<file path="config.mk">
export PLATFORM = sky130hd
export DESIGN_NAME = drd_queue
export DESIGN_NICKNAME = d
export VERILOG_FILES = /design/src/rtl/core/drd_pkg.sv /design/src/rtl/core/drd_queue.sv
export SDC_FILE = /design/constraint.sdc
export NUM_CORES = 1
export LEC_CHECK = 0
export BUFFER_PORTS_ARGS = -buffer_cell sky130_fd_sc_hd__buf_2
export CELL_PAD_IN_SITES_DETAIL_PLACEMENT = 0
export CELL_PAD_IN_SITES_GLOBAL_PLACEMENT = 1
export CORE_MARGIN = 2
export CORE_UTILIZATION = 25
export CTS_CLUSTER_SIZE = 10
export DETAILED_ROUTE_END_ITERATION = 8
export GPL_ROUTABILITY_DRIVEN = 0
export GPL_TIMING_DRIVEN = 0
export PLACE_DENSITY_LB_ADDON = 0.1
export SYNTH_ARGS = -nofsm -noshare
export SYNTH_HDL_FRONTEND = slang
export SYNTH_SLANG_ARGS = --single-unit
</file>
<file path="constraint.sdc">
create_clock -name i_clk -period 7.7 [get_ports i_clk]
set_input_delay 2.31 -clock i_clk [delete_from_list [all_inputs] [get_ports i_clk]]
set_output_delay 2.31 -clock i_clk [all_outputs]
set_load 0.03 [all_outputs]
</file>
<file path="src/rtl/core/drd_pkg.sv">
// shared types, constants and helpers of the detection row decoder
package drd_pkg;

    // value and counter widths
    localparam int VALUE_W     = 32;
    localparam int FIELD_CNT_W = 8;
    localparam int ROW_W       = 16;
    localparam int CLASS_W     = 8;
    localparam int NF_W        = 9;
    localparam int CFG_IDX_W   = 3;
    localparam int CFG_DATA_W  = 32;
    localparam int THR_W       = 17;
    localparam int OFFS_W      = 12;
    localparam int CORNER_W    = 17;
    localparam int WIDE_W      = 65;
    localparam int OUT_DATA_W  = 184;

    // row layout
    localparam logic [NF_W-1:0]        MIN_FIELDS      = 9'd6;
    localparam logic [NF_W-1:0]        MAX_FIELDS      = 9'd256;
    localparam logic [FIELD_CNT_W-1:0] FIELD_CX        = 8'd0;
    localparam logic [FIELD_CNT_W-1:0] FIELD_CY        = 8'd1;
    localparam logic [FIELD_CNT_W-1:0] FIELD_W         = 8'd2;
    localparam logic [FIELD_CNT_W-1:0] FIELD_H         = 8'd3;
    localparam logic [FIELD_CNT_W-1:0] FIRST_CLASS_AF  = 8'd4;
    localparam logic [FIELD_CNT_W-1:0] FIRST_CLASS_OBJ = 8'd5;

    // row queue
    localparam int QUEUE_DEPTH = 4;
    localparam int QUEUE_PTR_W = $clog2(QUEUE_DEPTH);
    localparam int QUEUE_CNT_W = $clog2(QUEUE_DEPTH + 1);

    // register indexes
    localparam logic [CFG_IDX_W-1:0] CFG_ANCHOR_FREE = 3'd0;
    localparam logic [CFG_IDX_W-1:0] CFG_FIELDS      = 3'd1;
    localparam logic [CFG_IDX_W-1:0] CFG_ROWS        = 3'd2;
    localparam logic [CFG_IDX_W-1:0] CFG_THRESHOLD   = 3'd3;
    localparam logic [CFG_IDX_W-1:0] CFG_X_OFFSET    = 3'd4;
    localparam logic [CFG_IDX_W-1:0] CFG_Y_OFFSET    = 3'd5;
    localparam logic [CFG_IDX_W-1:0] CFG_INV_SCALE   = 3'd6;

    // register reset values
    localparam logic                  RST_ANCHOR_FREE = 1'b1;
    localparam logic [NF_W-1:0]       RST_FIELDS      = 9'd84;
    localparam logic [ROW_W-1:0]      RST_ROWS        = 16'd8400;
    localparam logic [THR_W-1:0]      RST_THRESHOLD   = 17'd16384;
    localparam logic [OFFS_W-1:0]     RST_X_OFFSET    = 12'd0;
    localparam logic [OFFS_W-1:0]     RST_Y_OFFSET    = 12'd0;
    localparam logic [VALUE_W-1:0]    RST_INV_SCALE   = 32'd65536;

    // configuration registers
    typedef struct packed {
        logic                anchor_free;
        logic [NF_W-1:0]     fields_per_row;
        logic [ROW_W-1:0]    rows_per_frame;
        logic [THR_W-1:0]    threshold;
        logic [OFFS_W-1:0]   x_offset;
        logic [OFFS_W-1:0]   y_offset;
        logic [VALUE_W-1:0]  inv_scale;
    } t_cfg;

    // one finished row, as handed from the front to the back
    typedef struct packed {
        logic                anchor_free;
        logic [VALUE_W-1:0]  center_x;
        logic [VALUE_W-1:0]  center_y;
        logic [VALUE_W-1:0]  raw_w;
        logic [VALUE_W-1:0]  raw_h;
        logic [VALUE_W-1:0]  objectness;
        logic [VALUE_W-1:0]  best_score;
        logic [CLASS_W-1:0]  best_class;
        logic [ROW_W-1:0]    grid;
    } t_row;

    // queue status seen by the front and the back
    typedef struct packed {
        logic full;
        logic empty;
    } t_q_status;

    // clamp a wide signed value to the signed value range
    function automatic logic [VALUE_W-1:0] sat_value(input logic signed [WIDE_W-1:0] v);
        logic signed [WIDE_W-1:0] hi;
        logic signed [WIDE_W-1:0] lo;
        logic [VALUE_W-1:0]       res;
        hi = WIDE_W'((65'sd1 <<< (VALUE_W - 1)) - 65'sd1);
        lo = -hi - 65'sd1;
        if (v > hi) begin
            res = hi[VALUE_W-1:0];
        end else if (v < lo) begin
            res = lo[VALUE_W-1:0];
        end else begin
            res = v[VALUE_W-1:0];
        end
        return res;
    endfunction

endpackage

</file>
<file path="src/rtl/core/drd_queue.sv">
// short queue of finished rows between the front and the back
module drd_queue (
    input  logic               i_clk,
    input  logic               i_rst_n,
    input  logic               i_push,
    input  drd_pkg::t_row      i_row,
    input  logic               i_pop,
    output drd_pkg::t_row      o_row,
    output drd_pkg::t_q_status o_status
);

    drd_pkg::t_row                   r_mem [drd_pkg::QUEUE_DEPTH];
    logic [drd_pkg::QUEUE_PTR_W-1:0] r_wr_ptr, n_wr_ptr;
    logic [drd_pkg::QUEUE_PTR_W-1:0] r_rd_ptr, n_rd_ptr;
    logic [drd_pkg::QUEUE_CNT_W-1:0] r_count, n_count;

    // status and head word
    assign o_status.full  = (r_count == drd_pkg::QUEUE_CNT_W'(drd_pkg::QUEUE_DEPTH));
    assign o_status.empty = (r_count == '0);
    assign o_row          = r_mem[r_rd_ptr];

    // pointer and fill count update
    always_comb begin
        n_wr_ptr = r_wr_ptr;
        n_rd_ptr = r_rd_ptr;
        n_count  = r_count;
        if (i_push) begin
            n_wr_ptr = r_wr_ptr + 1'b1;
        end
        if (i_pop) begin
            n_rd_ptr = r_rd_ptr + 1'b1;
        end
        if (i_push && !i_pop) begin
            n_count = r_count + 1'b1;
        end else if (!i_push && i_pop) begin
            n_count = r_count - 1'b1;
        end
    end

    always_ff @(posedge i_clk) begin
        if (!i_rst_n) begin
            r_wr_ptr <= '0;
            r_rd_ptr <= '0;
            r_count  <= '0;
        end else begin
            r_wr_ptr <= n_wr_ptr;
            r_rd_ptr <= n_rd_ptr;
            r_count  <= n_count;
        end
    end

    // storage
    always_ff @(posedge i_clk) begin
        if (i_push) begin
            r_mem[r_wr_ptr] <= i_row;
        end
    end

endmodule

</file>
## Word-level counts from Yosys, hierarchy flattened

Memories as Yosys holds them, arrays and structs flattened. A register that Yosys moved wholly into a read port is not among the register bits.
Index checks and enable logic that the tools add are counted.

| storage, ports and cells | value |
|---|---|
| bits in registers | 7 |
| memory bits (read-only) | 0 |
| bits in latches | 0 |
| output and inout port bits | 219 |
| input bits | 221 |
| RAM bits | 868 |
| memories | 1 |

Memory list:

| name | words | bits a word | rd ports | clocked after Yosys merged registers in | wr ports | line | RTL |
|---|---|---|---|---|---|---|---|
| r_mem | 4 | 217 | 1 | 1 | 1 | drd_queue.sv:12 | `drd_pkg::t_row r_mem [drd_pkg::QUEUE_DEPTH];` |

| cells by class | value |
|---|---|
| multiplexer cells | 6 |
| reduce and logical (&&, ||, !) cells | 6 |
| equality and inequality tests | 1 |
| bitwise operators | 0 |
| $add $sub $neg | 4 |
| $lt $le $gt $ge | 0 |
| shifts and indexed selects | 0 |
| div/mod/pow operators | 0 |
| multipliers | 0 |

Operators by type and width:

| cell | count |
|---|---|
| 2-to-1 mux 3 bit | 2 |
| adder 2 x 1 -> 2 bit, second input constant | 2 |
| 2-to-1 mux 2 bit | 2 |
| adder 3 x 1 -> 3 bit, second input constant | 1 |
| equality test 3 bit, second input constant | 1 |
| zero test 3 bit | 1 |
| subtractor 3 x 1 -> 3 bit, second input constant | 1 |
| logical AND 1 bit | 2 |
| zero test 1 bit | 2 |
| 2-to-1 mux 1 bit | 2 |
| nonzero test 2 bit | 1 |

## Longest topological paths before layout

| logic depth | value |
|---|---|
| depth after elaboration | 4 |
| gate-level depth with buffers | 7 |

## Worst setup path before layout

OpenSTA, ideal clock, no wires.

| timing | value |
|---|---|
| path type | input port to flip-flop |
| start point | input i_push |
| end point | memory r_mem[0][0] in the netlist's numbering, enable pin |
| path buffers | 0 |
| path slack | -130 ps |
| cell stages on the path | 1 |
| data arrival time | 7227 ps |
| path through | and2_1 |

| between the ends | value |
|---|---|
| longest elaborated chain between the ends | 2 |

RTL lines:

| element | line | RTL |
|---|---|---|
| from (decl) | drd_queue.sv:5 | `input logic i_push,` |
| 2-to-1 mux 1 bit | drd_queue.sv:54 | `if (i_push) begin` |
| 2-to-1 mux 1 bit (not written as such) | drd_queue.sv:55 | `r_mem[r_wr_ptr] <= i_row;` |
| to (decl) | drd_queue.sv:12 |  |

No other way between the ends.

==> Implementation_results.wiki <==
{| class="wikitable"
! Metric !! Value
|-
| Run status || finished, final reports clean
|-
| Mapped Avg Cell Area || about 27 um^2
|-
| Number of global-route vias before repair || roughly 16000
|-
| DRC violation total after the first TritonRoute iteration || approximately 800
|-
| Cell Pwr Density || roughly 290 nW/um^2
|-
| Top cell family by delay on the critical path || buffers and inverters
|-
| Critical path capture point type || output port
|-
| Initial cell density of the core || roughly 25%
|-
| Headroom to the max-slew limit || between 40% and 50%
|-
| Endpoint of the worst hold path || r_count[2]
|-
| Ordered list of cells on the worst path || buf_2 > buf_2 > buf_2 > mux4_2 > buf_2
|-
| Clock tree from TritonCTS || yes
|-
| Highest achievable clock rate || approximately 0.19 GHz
|-
| Post-Route Utilization || between 30% and 40%
|-
| Root buffer cell || clkbuf_16
|-
| Average routed wire per standard cell || between 20 and 25 um
|-
| Maximum number of pins on one net before global-route repair || 49
|-
| DIE HEIGHT || between 300 and 400 um
|-
| Width of the die || 360 um
|-
| Synth warnings || 0
|-
| Worst vdd ir || ~170 uV
|-
| Slew Viols, Final || 0
|-
| Count of hold-fix buffers inserted at cts || 0
|-
| Total standard cell area after synthesis || about 32000 um^2
|-
| Worst EP required || roughly 5400 ps
|-
| Reg2reg setup slack || about 5500 ps
|-
| # IOs || 440
|-
| Critical path class || reg -> out
|-
| Initial antenna violation count || 41
|-
| Flops & latches, synth || ~880
|-
| Setup TNS Final || 0 ps
|-
| Final min period || approximately 5200 ps
|-
| Post-CTS Setup Inserts || 0
|-
| Detailed placement HPWL || 50500 um
|-
| Tot Pwr || 11.3 mW
|-
| Number of CTS-inserted buffers || roughly 110
|-
| Reg-to-Reg End || r_mem[2][163]
|-
| Post-detailed-route DRC marker count || 0
|-
| Type of the most critical hold path || reg -> reg
|-
| Transition time of the tightest slew-check pin || roughly 830 ps
|-
| Maximum single-stage delay on the critical path || between 400 and 500 ps
|-
| Top cell by count, worst path || buf_2
|-
| Final setup violating endpoints || 0
|-
| Static leakage || ~13 nW
|-
| Post-synth net total || around 1400
|-
| Detailed-route vias per instance || 4.19
|-
| Top library cells by usage in the layout, fill and taps aside || edfxtp_1, buf_2, mux4_2
|-
| RSZ-0062 raised after global routing || false
|-
| Worst R2R Path Depth || 6
|-
| Clk_lat worst skew || roughly 700 ps
|-
| CTS H-tree lvls || 3
|-
| Share of synthesized area occupied by flip-flops and latches || roughly 83%
|-
| Count of mapped cells out of synthesis || ~1200
|-
| Final period utilization || around two thirds
|-
| Aggregate global-route resource usage || roughly an eighth
|-
| Critical hold path startpoint || r_count[2]
|-
| Critical-path top delay cell || buf_2
|-
| Layout net count || slightly below 2000
|-
| Leading cell type in the layout, fill and taps excluded || edfxtp_1
|-
| Maximum fanout along the worst path || 10
|-
| Input/output buffers || approximately 440
|-
| Data arrival time of the worst path || between 2000 and 3000 ps
|-
| Final hold violation count || 0
|-
| Final clock skew || around 18 ps
|-
| Proportion of layout cells with a drive suffix above 1 || between 40% and 50%
|-
| Area Overhead vs Synth || 24.8%
|-
| Count of different cell masters after synthesis || 20
|-
| Number of maximum-capacitance constraint violations || 0
|-
| Clk pin slew, worst setup/hold paths || 50 ps
|-
| Resized Gates After CTS || 0
|-
| GRT Residual Overflow || 0
|-
| Global-route wire length before repair || 113000 um
|-
| Buffers and inverters on the worst path || 4
|-
| Worst hold path stage count || 2
|-
| Die area || approximately 130000 um^2
|-
| Number of buffers between clock root and the deepest sink || 3
|-
| Antenna-violating nets left || 0
|-
| Row cnt || 130
|-
| Number of sinks handled by clock tree synthesis || between 800 and 900
|-
| Total via count in the routed design || 14500
|-
| DRT Pass-1 Iters || 4
|-
| Crit Reg-Reg Startpoint || r_wr_ptr[0]
|-
| DRT Wirelength || a little under 80000 um
|-
| Core area || roughly 130000 um^2
|-
| Critical Path Start Type || register
|}
logic make-up (layout without fill, tap and decap cells):
kind of cell	after synthesis	count (layout)	synth area share, %
multiplexers	219	219	15.5
AND/OR/NAND/NOR	15	15	0.288
AO/OA/AOI/OAI	2	2	0.0394
buffers and inverters	52	672	1.09
other	0	12	0
adder cells (fa/ha/maj)	6	6	0.260
flip-flops	877	877	82.7
XOR/XNOR	5	5	0.138
registers in the layout (all words and copies together), names as in the netlist, named ones only:
signal	count
r_count	3
r_mem	868
r_rd_ptr	2
r_wr_ptr	2
area by class of cell:
type | instances | area, um^2
buffer | 48 | 330
inverter | 4 | 15.0
clock inverter | 25 | 239
fill | 12100 | 86100
timing repair buffer | 461 | 2760
sequential | 877 | 26200
antenna | 12 | 30.0
clock buffer | 134 | 2760
tap | 1650 | 2060
multi-input combinational | 247 | 5150
power by group:
part           total [mW]  switching, mW  internal (mW)
Sequential           5.53         0.0420           5.49
Clock                4.42           1.84           2.58
Combinational        1.38          0.895          0.482
cell usage after synthesis (all sizes together):
cell type  count  area, um^2
xnor2          2        17.5
fa             1        20.0
xor2           3        26.3
nand2          1        3.75
or3            1        6.26
mux2i          2        20.0
inv            4        15.0
mux4         217        4890
nor2b          2        12.5
nor3           1        5.00
a21boi         1        7.51
buf           48         330
and2           9        56.3
nor3b          1        7.51
edfxtp       868       26100
o21ai          1        5.00
ha             5        62.6
dfxtp          9         180
worst max path at each step:
stage	startpoint	slack (ps)	to	cells past startpoint
2_1_floorplan	i_push	2290	r_mem[1][0]	1
3_3_place_gp	i_push	-990	r_mem[1][85]	2
3_5_place_dp	register	2950	o_row[132]	5
4_1_cts	register	2140	o_row[132]	5
5_1_grt	register	2150	o_row[132]	5
6_report	register	2490	o_row[126]	5
metrics by stage:
| stage | cells | worst slack (ps) | instance area, um^2 | hold slack, ps |
|---|---|---|---|---|
| after floorplan | 1176 | 2290 | 31700 | 472 |
| after global placement | 3265 | -995 | 36000 | 494 |
| after detailed placement | 3287 | 2950 | 36600 | 502 |
| after CTS | 3446 | 2140 | 39600 | 516 |
| after global routing | 3447 | 2150 | 39600 | 549 |
| final | 3458 | 2490 | 39600 | 511 |
worst reg2reg max path: cells and delay by family, from the launching register on:
| kind | cells | cell delay (ps) |
|---|---|---|
| buffers and inverters | 4 | 950 |
| AND/OR/NAND/NOR | 1 | 360 |
| flip-flops | 1 | 350 |
| adder cells (fa/ha/maj) | 1 | 150 |
layer usage:
metal | vias up | part of all wire (%) | global-route usage (%)
met1 | 7553 | 39 | 14.5
met3 | 184 | 10 | 6.00
li1 | 6283 | - | -
met2 | 420 | 47 | 19.4
met5 | - | 0.36 | 0
met4 | 48 | 2.5 | 3.43
Power figures use the tool's default switching activity.
