==> src/rtl/core/drd_pkg.sv <==
// shared types, constants and helpers of the detection row decoder
package drd_pkg;

    // value and counter widths
    localparam int VALUE_W     = 32;
    localparam int FIELD_CNT_W = 8;
    localparam int ROW_W       = 16;
    localparam int CLASS_W     = 8;
    localparam int NF_W        = 9;
    localparam int CFG_IDX_W   = 3;
    localparam int CFG_DATA_W  = 32;
    localparam int THR_W       = 17;
    localparam int OFFS_W      = 12;
    localparam int CORNER_W    = 17;
    localparam int WIDE_W      = 65;
    localparam int OUT_DATA_W  = 184;

    // row layout
    localparam logic [NF_W-1:0]        MIN_FIELDS      = 9'd6;
    localparam logic [NF_W-1:0]        MAX_FIELDS      = 9'd256;
    localparam logic [FIELD_CNT_W-1:0] FIELD_CX        = 8'd0;
    localparam logic [FIELD_CNT_W-1:0] FIELD_CY        = 8'd1;
    localparam logic [FIELD_CNT_W-1:0] FIELD_W         = 8'd2;
    localparam logic [FIELD_CNT_W-1:0] FIELD_H         = 8'd3;
    localparam logic [FIELD_CNT_W-1:0] FIRST_CLASS_AF  = 8'd4;
    localparam logic [FIELD_CNT_W-1:0] FIRST_CLASS_OBJ = 8'd5;

    // row queue
    localparam int QUEUE_DEPTH = 4;
    localparam int QUEUE_PTR_W = $clog2(QUEUE_DEPTH);
    localparam int QUEUE_CNT_W = $clog2(QUEUE_DEPTH + 1);

    // register indexes
    localparam logic [CFG_IDX_W-1:0] CFG_ANCHOR_FREE = 3'd0;
    localparam logic [CFG_IDX_W-1:0] CFG_FIELDS      = 3'd1;
    localparam logic [CFG_IDX_W-1:0] CFG_ROWS        = 3'd2;
    localparam logic [CFG_IDX_W-1:0] CFG_THRESHOLD   = 3'd3;
    localparam logic [CFG_IDX_W-1:0] CFG_X_OFFSET    = 3'd4;
    localparam logic [CFG_IDX_W-1:0] CFG_Y_OFFSET    = 3'd5;
    localparam logic [CFG_IDX_W-1:0] CFG_INV_SCALE   = 3'd6;

    // register reset values
    localparam logic                  RST_ANCHOR_FREE = 1'b1;
    localparam logic [NF_W-1:0]       RST_FIELDS      = 9'd84;
    localparam logic [ROW_W-1:0]      RST_ROWS        = 16'd8400;
    localparam logic [THR_W-1:0]      RST_THRESHOLD   = 17'd16384;
    localparam logic [OFFS_W-1:0]     RST_X_OFFSET    = 12'd0;
    localparam logic [OFFS_W-1:0]     RST_Y_OFFSET    = 12'd0;
    localparam logic [VALUE_W-1:0]    RST_INV_SCALE   = 32'd65536;

    // configuration registers
    typedef struct packed {
        logic                anchor_free;
        logic [NF_W-1:0]     fields_per_row;
        logic [ROW_W-1:0]    rows_per_frame;
        logic [THR_W-1:0]    threshold;
        logic [OFFS_W-1:0]   x_offset;
        logic [OFFS_W-1:0]   y_offset;
        logic [VALUE_W-1:0]  inv_scale;
    } t_cfg;

    // one finished row, as handed from the front to the back
    typedef struct packed {
        logic                anchor_free;
        logic [VALUE_W-1:0]  center_x;
        logic [VALUE_W-1:0]  center_y;
        logic [VALUE_W-1:0]  raw_w;
        logic [VALUE_W-1:0]  raw_h;
        logic [VALUE_W-1:0]  objectness;
        logic [VALUE_W-1:0]  best_score;
        logic [CLASS_W-1:0]  best_class;
        logic [ROW_W-1:0]    grid;
    } t_row;

    // queue status seen by the front and the back
    typedef struct packed {
        logic full;
        logic empty;
    } t_q_status;

    // clamp a wide signed value to the signed value range
    function automatic logic [VALUE_W-1:0] sat_value(input logic signed [WIDE_W-1:0] v);
        logic signed [WIDE_W-1:0] hi;
        logic signed [WIDE_W-1:0] lo;
        logic [VALUE_W-1:0]       res;
        hi = WIDE_W'((65'sd1 <<< (VALUE_W - 1)) - 65'sd1);
        lo = -hi - 65'sd1;
        if (v > hi) begin
            res = hi[VALUE_W-1:0];
        end else if (v < lo) begin
            res = lo[VALUE_W-1:0];
        end else begin
            res = v[VALUE_W-1:0];
        end
        return res;
    endfunction

endpackage

==> src/rtl/core/drd_front.sv <==
// front end: takes values, tracks box fields and best class, closes rows
module drd_front (
    input  logic                        i_clk,
    input  logic                        i_rst_n,
    input  drd_pkg::t_cfg               i_cfg,
    input  logic                        i_valid,
    input  logic [drd_pkg::VALUE_W-1:0] i_value,
    output logic                        o_ready,
    input  drd_pkg::t_q_status          i_q_status,
    output logic                        o_push,
    output drd_pkg::t_row               o_row
);

    logic [drd_pkg::FIELD_CNT_W-1:0] r_field, n_field;
    logic [drd_pkg::ROW_W-1:0]       r_row, n_row;
    logic [drd_pkg::VALUE_W-1:0]     r_cx, n_cx;
    logic [drd_pkg::VALUE_W-1:0]     r_cy, n_cy;
    logic [drd_pkg::VALUE_W-1:0]     r_w, n_w;
    logic [drd_pkg::VALUE_W-1:0]     r_h, n_h;
    logic [drd_pkg::VALUE_W-1:0]     r_obj, n_obj;
    logic [drd_pkg::VALUE_W-1:0]     r_best, n_best;
    logic [drd_pkg::CLASS_W-1:0]     r_class, n_class;

    logic [drd_pkg::NF_W-1:0]        nf;
    logic [drd_pkg::FIELD_CNT_W-1:0] first;
    logic                            row_end;
    logic                            accept;
    logic [drd_pkg::ROW_W:0]         rows;
    logic [drd_pkg::ROW_W:0]         row_inc;

    // row length and class start under the current mode
    always_comb begin
        nf = i_cfg.fields_per_row;
        if (nf < drd_pkg::MIN_FIELDS) begin
            nf = drd_pkg::MIN_FIELDS;
        end else if (nf > drd_pkg::MAX_FIELDS) begin
            nf = drd_pkg::MAX_FIELDS;
        end
        first   = i_cfg.anchor_free ? drd_pkg::FIRST_CLASS_AF : drd_pkg::FIRST_CLASS_OBJ;
        row_end = ({1'b0, r_field} + 9'd1) >= nf;
    end

    // a value that closes a row needs room in the queue
    assign o_ready = !row_end || !i_q_status.full;
    assign accept  = i_valid && o_ready;
    assign o_push  = accept && row_end;

    // zero rows per frame means a plain 16-bit wrap
    assign rows    = (i_cfg.rows_per_frame == '0) ? {1'b1, {drd_pkg::ROW_W{1'b0}}}
                                                  : {1'b0, i_cfg.rows_per_frame};
    assign row_inc = {1'b0, r_row} + 17'd1;

    // field classification and best-class tracking
    always_comb begin
        n_field = r_field;
        n_row   = r_row;
        n_cx    = r_cx;
        n_cy    = r_cy;
        n_w     = r_w;
        n_h     = r_h;
        n_obj   = r_obj;
        n_best  = r_best;
        n_class = r_class;
        if (accept) begin
            if (r_field == drd_pkg::FIELD_CX) begin
                n_cx = i_value;
            end else if (r_field == drd_pkg::FIELD_CY) begin
                n_cy = i_value;
            end else if (r_field == drd_pkg::FIELD_W) begin
                n_w = i_value;
            end else if (r_field == drd_pkg::FIELD_H) begin
                n_h = i_value;
            end else if (r_field < first) begin
                n_obj = i_value;
            end else if (r_field == first) begin
                n_best  = i_value;
                n_class = '0;
            end else if ($signed(i_value) > $signed(r_best)) begin
                n_best  = i_value;
                n_class = r_field - first;
            end
            if (row_end) begin
                n_field = '0;
                n_row   = (row_inc >= rows) ? '0 : row_inc[drd_pkg::ROW_W-1:0];
            end else begin
                n_field = r_field + 8'd1;
            end
        end
    end

    // finished row word for the queue
    always_comb begin
        o_row.anchor_free = i_cfg.anchor_free;
        o_row.center_x    = r_cx;
        o_row.center_y    = r_cy;
        o_row.raw_w       = r_w;
        o_row.raw_h       = r_h;
        o_row.objectness  = r_obj;
        o_row.best_score  = n_best;
        o_row.best_class  = n_class;
        o_row.grid        = r_row;
    end

    // state registers
    always_ff @(posedge i_clk) begin
        if (!i_rst_n) begin
            r_field <= '0;
            r_row   <= '0;
            r_cx    <= '0;
            r_cy    <= '0;
            r_w     <= '0;
            r_h     <= '0;
            r_obj   <= '0;
            r_best  <= '0;
            r_class <= '0;
        end else begin
            r_field <= n_field;
            r_row   <= n_row;
            r_cx    <= n_cx;
            r_cy    <= n_cy;
            r_w     <= n_w;
            r_h     <= n_h;
            r_obj   <= n_obj;
            r_best  <= n_best;
            r_class <= n_class;
        end
    end

endmodule

==> config.mk <==
export PLATFORM = sky130hd
export DESIGN_NAME = drd_front
export DESIGN_NICKNAME = d
export VERILOG_FILES = /design/src/rtl/core/drd_pkg.sv /design/src/rtl/core/drd_front.sv
export SDC_FILE = /design/constraint.sdc
export NUM_CORES = 1
export LEC_CHECK = 0
export BUFFER_PORTS_ARGS = -buffer_cell sky130_fd_sc_hd__buf_2
export CAP_MARGIN = 20
export CORE_MARGIN = 2
export CORE_UTILIZATION = 40
export DETAILED_ROUTE_END_ITERATION = 7
export GPL_TIMING_DRIVEN = 0
export PLACE_DENSITY = 0.63
export SYNTH_ARGS = -nofsm -noshare
export SYNTH_HDL_FRONTEND = slang
export SYNTH_SLANG_ARGS = --single-unit
==> constraint.sdc <==
create_clock -name i_clk -period 4.1 [get_ports i_clk]
set_clock_uncertainty 0.15 [all_clocks]
set_input_delay 0.41 -clock i_clk [delete_from_list [all_inputs] [get_ports i_clk]]
set_output_delay 0.41 -clock i_clk [all_outputs]
set_load 0.005 [all_outputs]
## After elaboration in Yosys (flattened, before gate mapping)

Cells that the tools add are included.

| word-level totals | value |
|---|---|
| logic and storage cells | 62 |
| ROM bits | 0 |
| register bits | 224 |
| input bits | 136 |
| latch bits | 0 |
| memories | 0 |
| memory bits (writable) | 0 |

| cells by class | value |
|---|---|
| magnitude comparators | 6 |
| add/subtract/negate cells | 4 |
| bitwise operators | 4 |
| divide/modulo/power cells | 0 |
| eq/ne operators | 4 |
| multiply operators | 0 |
| shifts and indexed selects | 0 |
| reduce and logical (&&, ||, !) cells | 13 |
| muxes and demuxes | 22 |

Operators by type and width:

| cell | number |
|---|---|
| $mux 32 | 8 |
| $mux 8 | 9 |
| $gt 32x32->1 | 1 |
| $mux 9 | 2 |
| $add 16x1->17 const B | 1 |
| $ge 17x17->1 | 1 |
| $mux 17 | 1 |
| $eq 8x2->1 const B | 2 |
| $logic_not 16->1 | 1 |
| $mux 16 | 1 |
| $add 8x1->9 const B | 1 |
| $ge 9x9->1 | 1 |
| $gt 9x9->1 const B | 1 |
| $lt 9x3->1 const B | 1 |
| $add 8x1->8 const B | 1 |
| $eq 8x1->1 const B | 1 |
| $eq 8x3->1 | 1 |
| $logic_not 8->1 | 1 |
| $lt 8x3->1 | 1 |
| $sub 8x3->8 | 1 |
| $reduce_and 6->1 | 1 |
| $reduce_and 5->1 | 1 |
| $not 1->1 | 4 |
| $reduce_and 2->1 | 2 |
| 6 further kinds | 8 |

## Depth between registers and ports, before layout

Gate-level depths: netlist (run 1).

| depth | value |
|---|---|
| depth in word-level cells | 10 |
| gate-level depth with buffers | 16 |
| depth with buffers taken out | 14 |

## Least setup slack after synthesis (run 1)

Ideal clock, no wire load.

| timing | value |
|---|---|
| path type | reg2out |
| start point | register r_field[2] in the netlist's numbering |
| end point | output port o_row[41] in the netlist's numbering |
| arrival time | 3.076 ns |
| buffers on the path | 3 |
| stages on the path, launching flop included | 15 |
| setup slack | 0.464 ns |
| cells stage by stage | dfxtp_1 -> clkbuf_1 -> nand3_1 -> nor2_1 -> xor2_1 -> ha_1 -> a211oi_1 -> o21ai_0 -> a21oi_1 -> o21ai_1 -> or2_2 -> a31o_1 -> buf_6 -> buf_6 -> mux2_4 |

RTL lines:

| what | RTL line | RTL |
|---|---|---|
| from (decl) | drd_front.sv:14 | `logic [drd_pkg::FIELD_CNT_W-1:0] r_field, n_field;` |
| from (signal assigned) | drd_front.sv:117 | `r_field <= n_field;` |
| to (decl) | drd_front.sv:11 | `output drd_pkg::t_row o_row` |

==> results of run 1 <==
## stage by stage
| step | TNS, ns | hold slack, ns | cells | power, mW |
|---|---|---|---|---|
| 5_1_grt | -1.64 | 0.0542 | 1949 | 5.32 |
| 6_report | 0 | 0.0526 | 1950 | 5.13 |
| 4_1_cts | 0 | 0.0426 | 1943 | 5.16 |
| 3_5_place_dp | -5.56 | 0.293 | 1879 | 2.76 |
| 2_1_floorplan | 0 | 0.290 | 1264 | 2.55 |
| 3_3_place_gp | -4.66 | 0.289 | 1879 | 2.75 |
## worst min-delay path: cells and delay by family
family / cells / cell delay (ns)
buf+inv: 1 / 0.15
simple gates: 1 / 0.07
compound gates: 1 / 0.05
## worst max-delay path by stage
stage               start   endpoint  slack, ns  cells past startpoint
6_report       r_field[4]  o_row[30]       0.04                     15
2_1_floorplan  r_field[2]  o_row[41]       0.46                     14
4_1_cts        r_field[0]  o_row[53]       0.01                     14
5_1_grt        r_field[1]  o_row[28]      -0.10                     14
3_5_place_dp    i_cfg[93]  o_row[21]      -0.39                     15
3_3_place_gp    i_cfg[93]  o_row[21]      -0.33                     15
## state kept, by name (all words and copies together) (netlist names)
register / count
r_best: 32
r_cx: 32
r_cy: 32
r_h: 32
r_obj: 32
r_w: 32
r_row: 16
r_class: 8
r_field: 8
## per-layer routing
metal  global-route usage, %  vias to the layer above  part of all wire [%]  wire length, um
met5                       0                        -                     0                0
met4                    5.60                        0                   2.3              747
met3                    5.28                       47                   7.0             2330
met2                    39.7                      298                    48            15900
met1                    29.4                     4679                    43            14100
li1                        -                     4906                     -                -
## layout by cell type, fill, tap and decap left out, types with 18 or more instances in the layout
cell and instances:
sky130_fd_sc_hd__clkbuf_16 25, sky130_fd_sc_hd__and2_1 37, sky130_fd_sc_hd__a21oi_1 162, sky130_fd_sc_hd__buf_6 18
sky130_fd_sc_hd__clkbuf_1 45, sky130_fd_sc_hd__nand2_1 304, sky130_fd_sc_hd__buf_4 27, sky130_fd_sc_hd__inv_1 56
sky130_fd_sc_hd__mux2i_1 32, sky130_fd_sc_hd__ha_1 63, sky130_fd_sc_hd__nand3_1 28, sky130_fd_sc_hd__buf_2 282
sky130_fd_sc_hd__nor2_1 71, sky130_fd_sc_hd__dfxtp_1 218
## where the power goes
group | total (mW) | leakage [nW] | internal, mW | switching (mW)
Combinational | 0.491 | 4.18 | 0.187 | 0.304
Clock | 2.38 | 0.428 | 1.47 | 0.917
Sequential | 2.25 | 1.82 | 2.23 | 0.0273
Total | 5.13 | 6.42 | 3.88 | 1.25
## logic make-up (layout without fill, tap and decap cells)
| kind of cell | after synthesis | count (layout) | synth area share [%] |
|---|---|---|---|
| AO/OA/AOI/OAI | 234 | 234 | 12.9 |
| buffers and inverters | 135 | 485 | 5.35 |
| flip-flops | 224 | 224 | 42.9 |
| other | 0 | 1 | 0 |
| AND/OR/NAND/NOR | 515 | 515 | 21.7 |
| XOR/XNOR | 25 | 25 | 2.10 |
| multiplexers | 66 | 66 | 7.22 |
| adder cells (fa/ha/maj) | 65 | 65 | 7.78 |
## cell type report
type / instances / area, um2
Clock buffer: 30 / 663
Timing Repair Buffer: 310 / 1780
Sequential cell: 224 / 4500
Multi-Input combinational cell: 905 / 5630
Antenna cell: 1 / 2.50
Buffer: 72 / 374
Fill cell: 2511 / 12000
Clock inverter: 14 / 215
Tap cell: 335 / 419
Inverter: 59 / 221
## repair_timing
action / in CTS / in global routing
pin swaps: 11 / 15
setup buffers: 21 / 7
endpoints found under the hold margin: 0 / 0
endpoints found under the setup margin: 71 / 56
gates cloned: 1 / 1
gates resized for setup: 60 / 45
==> results.md, run 1 <==
Worst hold path:
- The path with the worst hold slack has its endpoint at r_w[20].
- The count of cells along the worst hold path is 3.
- The startpoint identified for the worst hold timing path is i_value[20].
- The path class of the tightest hold or removal check is primary input to register.

Global routing:
- After global routing the overflow that remains totals 0.
- The first global-routing pass estimated 51.4 mm of wire.
- The initial antenna violation count was 1.
- The via count of the first global-routing pass is 9,347.
- Entering global routing, the biggest net connects 15 pins.
- Global routing used 23.1% of the available tracks across all layers.

Setup path:
- Across all register-to-register paths, the minimum setup slack is 0.28 ns.
- The number of buffers and inverters on the critical path is 4.
- The worst reg-to-reg path cell count is 14.
- The critical register-to-register path startpoint is r_row[0].
- Among cell families on the critical path, the largest total delay comes from compound AO/OA/AOI/OAI gates.
- The capturing element type of the critical path is a primary output.
- The worst setup path is of the register to primary output kind.
- The type of element launching the critical path is a register.
- The worst-path maximum fanout is 7.
- The worst reg2reg path endpoint is r_row[12].
- The cell seen most often among critical-path stages is sky130_fd_sc_hd__and3_4.
- Walking the worst path, the cells encountered are buf_6 > and3_4 > and3_4 > xor2_4 > ha_4 > o21ai_2 > o21ai_1 > a21oi_2 > o21ai_4 > or2_4 > a31o_1 > buf_8 > buf_12 > mux2_1 > buf_2.
- The arrival time at the worst endpoint is 3.50 ns.
- STA puts the critical path data required time at 3.54 ns.
- The library cell contributing the largest single delay on the critical path is sky130_fd_sc_hd__dfxtp_1.
- The largest single stage delay on the critical path is 0.32 ns.

Placement:
- The number of buffers inserted by port buffering is 280.
- The instance area at placement is 12,300 um2.
- The worst setup slack after placement is -0.393 ns.
- Summed over all nets, the half-perimeter wirelength after detailed placement is 24.0 mm.
- The final weighted congestion of routability-driven global placement is 0.853.

Clock network:
- The post-CTS clock slew at the launch and capture registers of the worst setup and hold paths is 0.06 ns.
- The maximum root-to-sink buffer count is 3.
- The master cell of the clock root buffer is sky130_fd_sc_hd__clkbuf_16.
- The clock latency at the later pin of the worst-skew pair is 0.52 ns.
- The total CTS buffers is 24.
- The clock sink count is 224.
- In this run, post-CTS hold repair placed 0 buffers.
- CTS built an H-tree with a depth of 1.
- The TritonCTS clock tree is built.

Floorplanning:
- The total area inside the core boundary comes to 25,800 um2.
- The floorplan die width is 166 um.
- 355 I/O pins were placed.
- The chip height is 166 um.
- The floorplan step defined a die boundary enclosing 27,400 um2.
- The count of standard-cell rows is 59.
- For this configuration, the core starts out at a cell density of 40.4%.

Power:
- The total leakage power is 6.42 nW.
- The cell area power density is 372 nW/um2.
- The highest ir drop seen on vdd is 285 uV.

Logic synthesis:
- The netlist uses 62 different library cells.
- Each instance of the synthesized netlist takes up on average 8.27 um2.
- The async set or reset register ratio after synthesis is 0%.
- The commonest register cell after synthesis is sky130_fd_sc_hd__dfxtp_1.
- The synthesis warning total is 0.
- The mapped netlist covers 10,500 um2.
- The share of Yosys cell area claimed by the top area cell type is 42.9%.
- The leading area contributor after synthesis is sky130_fd_sc_hd__dfxtp_1.
- By instance count, the leading cell after synthesis is sky130_fd_sc_hd__nand2_1.
- The synthesized design contains 0 enable-type register cells.
- By count the netlist is led by sky130_fd_sc_hd__nand2_1, sky130_fd_sc_hd__dfxtp_1, sky130_fd_sc_hd__a21oi_1.
- Sequential elements use 42.9% of the synthesized area.
- After synthesis, the cell types taking the most area are sky130_fd_sc_hd__dfxtp_1, sky130_fd_sc_hd__nand2_1, sky130_fd_sc_hd__a21oi_1.
- Synthesis produced a netlist with a net count of 1,465.
- The post-synthesis register bit count is 224.
- The synthesized instance count is 1,264.

Run status:
- The run finished with clean final reports.

Timing:
- Headroom to the max-slew limit came out at 45.2%.
- The final worst-path cycle share is 99.0%.
- Setup repair after global routing could not meet its margin everywhere.
- The shortest clock period the worst path allows after layout is 4.06 ns.
- The number of failing hold endpoints at the final stage came to 0.
- For the pin with the worst max-slew slack, the measured transition is 0.822 ns.
- After layout, the worst setup slack is 0.0409 ns.
- Setup violations remaining at the end of the flow were counted as 0.
- The number of slew-limit violations in the final report is 0.
- For this run, the top clock speed supported by timing is 246 MHz.

Drt:
- In the routed design, unresolved DRC markers number 0.
- The number of search-and-repair iterations in the first detailed-routing pass is 5.
- The average wire per standard cell is 16.9 um.
- The post-route antenna net violation count is 0.
- Across all layers, the routed design uses 9,930 vias.
- After the first detailed-routing iteration, the DRC count stood at 511.
- Dividing the detail-routed via count by the number of cells gives 5.09.
- The aggregate routed wire length is 33.0 mm.

Final layout:
- The finished cells cover 13,800 um2.
- The final net count is 1,797.
- Measured on the finished design, the core utilization comes to 53.4%.
- Of the cells placed in the final design, the portion with a size suffix greater than 1 is 28.3%.
- The post-synthesis to final-layout area growth is 32.1%.

Job:
- The number of max-cap violations is 0.
Note: power is estimated with default switching activity, not from simulation.
==> run 2, diff against run 1 <==
==> constraint.sdc (replaced) <==
create_clock -name i_clk -period 4.2 [get_ports i_clk]
set_clock_uncertainty 0.15 [all_clocks]
set_input_delay 0.42 -clock i_clk [delete_from_list [all_inputs] [get_ports i_clk]]
set_output_delay 0.42 -clock i_clk [all_outputs]
set_load 0.005 [all_outputs]
==> results.md, run 2 (synthesis gave the netlist of run 1 again) <==
Run status:
- Result of the run: completed (unchanged).

Drt:
- The total via count in the routed design came to 9,793 (was 9,930).
- The detailed-route DRC error count is 0 (unchanged).
- The post-route antenna net violation count is 0 (unchanged).
- The via count normalized by instance count is 5.04 (was 5.09).
- The number of search-and-repair iterations in the first detailed-routing pass is 5 (unchanged).
- The average wire per standard cell came to 16.9 um (about the same).
- The aggregate routed wire length was 32.7 mm (was 33.0 mm).
- The number of DRC markers after the initial detailed-route iteration was 559 (was 511).

Setup path:
- The library cell contributing the largest single delay on the critical path was sky130_fd_sc_hd__dfxtp_2 (was sky130_fd_sc_hd__dfxtp_1).
- The worst-path maximum fanout was 7 (unchanged).
- The required time at the endpoint of the critical path was 3.63 ns (was 3.54 ns).
- Cells along the critical path: buf_6 > and3_4 > nand2_1 > nor2_2 > xor2_2 > ha_1 > nand4_1 > nor2_1 > a21oi_2 > o21ai_4 > or2_4 > a31o_1 > buf_8 > buf_12 > mux2_1 > buf_2 (was buf_6 > and3_4 > and3_4 > xor2_4 > ha_4 > o21ai_2 > o21ai_1 > a21oi_2 > o21ai_4 > or2_4 > a31o_1 > buf_8 > buf_12 > mux2_1 > buf_2).
- The type of the worst setup path is register to primary output (unchanged).
- The delay contributed by the slowest stage of the critical path is 0.32 ns (about the same).
- The type of element launching the critical path is a register (unchanged).
- The arrival time at the worst endpoint is 3.50 ns (about the same).
- The capturing element type of the critical path is a primary output (unchanged).

Floorplanning:
- The top-level port count was 355 (unchanged).
- The count of standard-cell rows was 59 (unchanged).
- The starting utilization of the core area came to 40.4% (unchanged).
- The chip height was 166 um (unchanged).
- The floorplan die width came to 166 um (unchanged).
- The area enclosed by the die boundary was 27,400 um2 (unchanged).
- The area inside the core boundary is 25,800 um2 (unchanged).

Timing:
- The number of failing hold endpoints at the final stage is 0 (unchanged).
- The smallest clock period supported by the final layout is computed as 4.07 ns.
- The final worst-path cycle share is 96.9%.
- The maximum frequency from static timing analysis is 246 MHz.
- The worst-case headroom to the max-slew limit is 45.8% (was 45.2%).
- The slew at the pin with the worst max-slew slack is 0.814 ns (was 0.822 ns).
- The count of final setup violators was 0 (unchanged).
- The worst-case setup margin in the final layout is 0.130 ns (was 0.0409 ns).
- The number of slew-limit violations in the final report came to 0 (unchanged).

Clock network:
- The maximum root-to-sink buffer count is 3 (unchanged).
- The post-CTS clock slew at the launch and capture registers of the worst setup and hold paths was 0.06 ns (about the same).
- The TritonCTS clock tree is built (unchanged).
- The master cell of the clock root buffer is sky130_fd_sc_hd__clkbuf_16 (unchanged).
- The clock sink count is 224 (unchanged).
- The H-tree level count came to 1 (unchanged).
- The total CTS buffers is 24 (unchanged).
- The clock latency at the later pin of the worst-skew pair is 0.52 ns (about the same).

Final layout:
- The layout cell share with drive strength beyond 1 is 27.8% (was 28.3%).
- Leading cell types in the layout, fill and taps excluded: sky130_fd_sc_hd__nand2_1, sky130_fd_sc_hd__buf_2, sky130_fd_sc_hd__dfxtp_1, sky130_fd_sc_hd__a21oi_1, sky130_fd_sc_hd__nor2_1 (unchanged).
- The count of non-filler cells in the finished layout was 1,942 (was 1,950).
- The post-route cell area is 13,600 um2 (was 13,800 um2).
- The most common library cell in the layout ignoring fill and taps was sky130_fd_sc_hd__nand2_1 (unchanged).
- The post-synthesis to final-layout area growth came to 30.6% (was 32.1%).
- The final net count is 1,789 (was 1,797).

Global routing:
- The initial antenna violation count was 1 (unchanged).
- The largest net degree at the start of global routing is 15 (unchanged).
- The global routing met3 resource utilization is 5.28% (unchanged).
- The met1 track utilization from global routing is 29.4% (about the same).
- The via count of the first global-routing pass is 9,298 (was 9,347).
- The first-pass GRT wire length came to 51.1 mm (was 51.4 mm).
- The most utilized layer in the global route result is met2 (unchanged).
- The total congestion overflow is 0 (unchanged).
- The global-route met2 utilization is 39.3% (was 39.7%).
- The overall global routing resource usage is 23.0% (was 23.1%).

Power:
- The cell area power density is 366 nW/um2 (was 372 nW/um2).
- The total leakage power is 6.38 nW (was 6.42 nW).
- The highest ir drop seen on vdd was 279 uV (was 285 uV).

Job:
- The number of max-cap violations is 0 (unchanged).

Placement:
- The instance area at placement is 12,300 um2 (unchanged).
- The number of buffers inserted by port buffering is 280 (unchanged).
- The instance count after placement with tap cells included came to 1,879 (unchanged).
- The final weighted congestion of routability-driven global placement is 0.853 (unchanged).
- The worst setup slack after placement is -0.313 ns (was -0.393 ns).
- The placed wire-length estimate is 24.0 mm (unchanged).

Worst hold path:
- The type of the most critical hold path is primary input to register (unchanged).
-- run 2: power by group --
| group | switching, mW | internal, mW | leakage [nW] | total [mW] |
|---|---|---|---|---|
| Sequential | 0.0280 | 2.17 | 1.82 | 2.20 |
| Clock | 0.893 | 1.43 | 0.428 | 2.33 |
| Combinational | 0.292 | 0.180 | 4.13 | 0.471 |
-- run 2: path summary, 6_finish.rpt --
kind | from | end | slack (ns) | cells past startpoint
setup / recovery | r_field[4] | o_row[25] | 0.13 | 16
hold / removal | i_value[20] | r_w[20] | 0.06 | 3
setup reg to reg | r_row[0] | r_row[12] | 0.38 | 14
hold reg to reg | r_cx[9] | r_cx[9] | 0.30 | 2
-- run 2: final cells by class --
type	instances	area, um2
sequential	224	4510
clock inverter	14	215
timing repair buffer	304	1670
clock buffer	30	663
tap	335	419
buffer	70	348
multi-input combinational	905	5600
inverter	59	221
antenna	1	2.50
fill	2532	12200
-- run 2: through the flow --
step	power (mW)	utilization (%)	hold WS, ns	setup TNS, ns
CTS	5.03	52.1	0.0526	0
detailed placement	2.70	47.5	0.293	-2.61
floorplan	2.49	-	0.290	0
finish	5.00	52.8	0.0614	0
global route	5.18	52.8	0.0642	-0.186
global placement	2.69	47.5	0.289	-2.08
-- run 2: per-layer routing --
metal	part of all wire, %	vias to the layer above
met1	43	4571
met5	0	-
met3	7.1	50
li1	-	4895
met2	47	277
met4	2.3	0
-- run 2: critical path, delay by kind of cell (launching register included) --
| family | cells | cell delay [ns] |
|---|---|---|
| xor gates and xnor gates | 1 | 0.17 |
| and+or+nand+nor | 6 | 0.85 |
| adders and majority gates | 1 | 0.27 |
| muxes | 1 | 0.31 |
| AOI/OAI and AO/OA | 3 | 0.52 |
| DFF | 1 | 0.32 |
| buffers and inverters | 4 | 0.55 |
-- run 2: repair_timing --
action,CTS,global route
endpoints found under the setup margin,41,46
resized for setup,44,34
hold buffers,0,0
pin swaps,10,12
buffers inserted,15,7
cloned,1,1
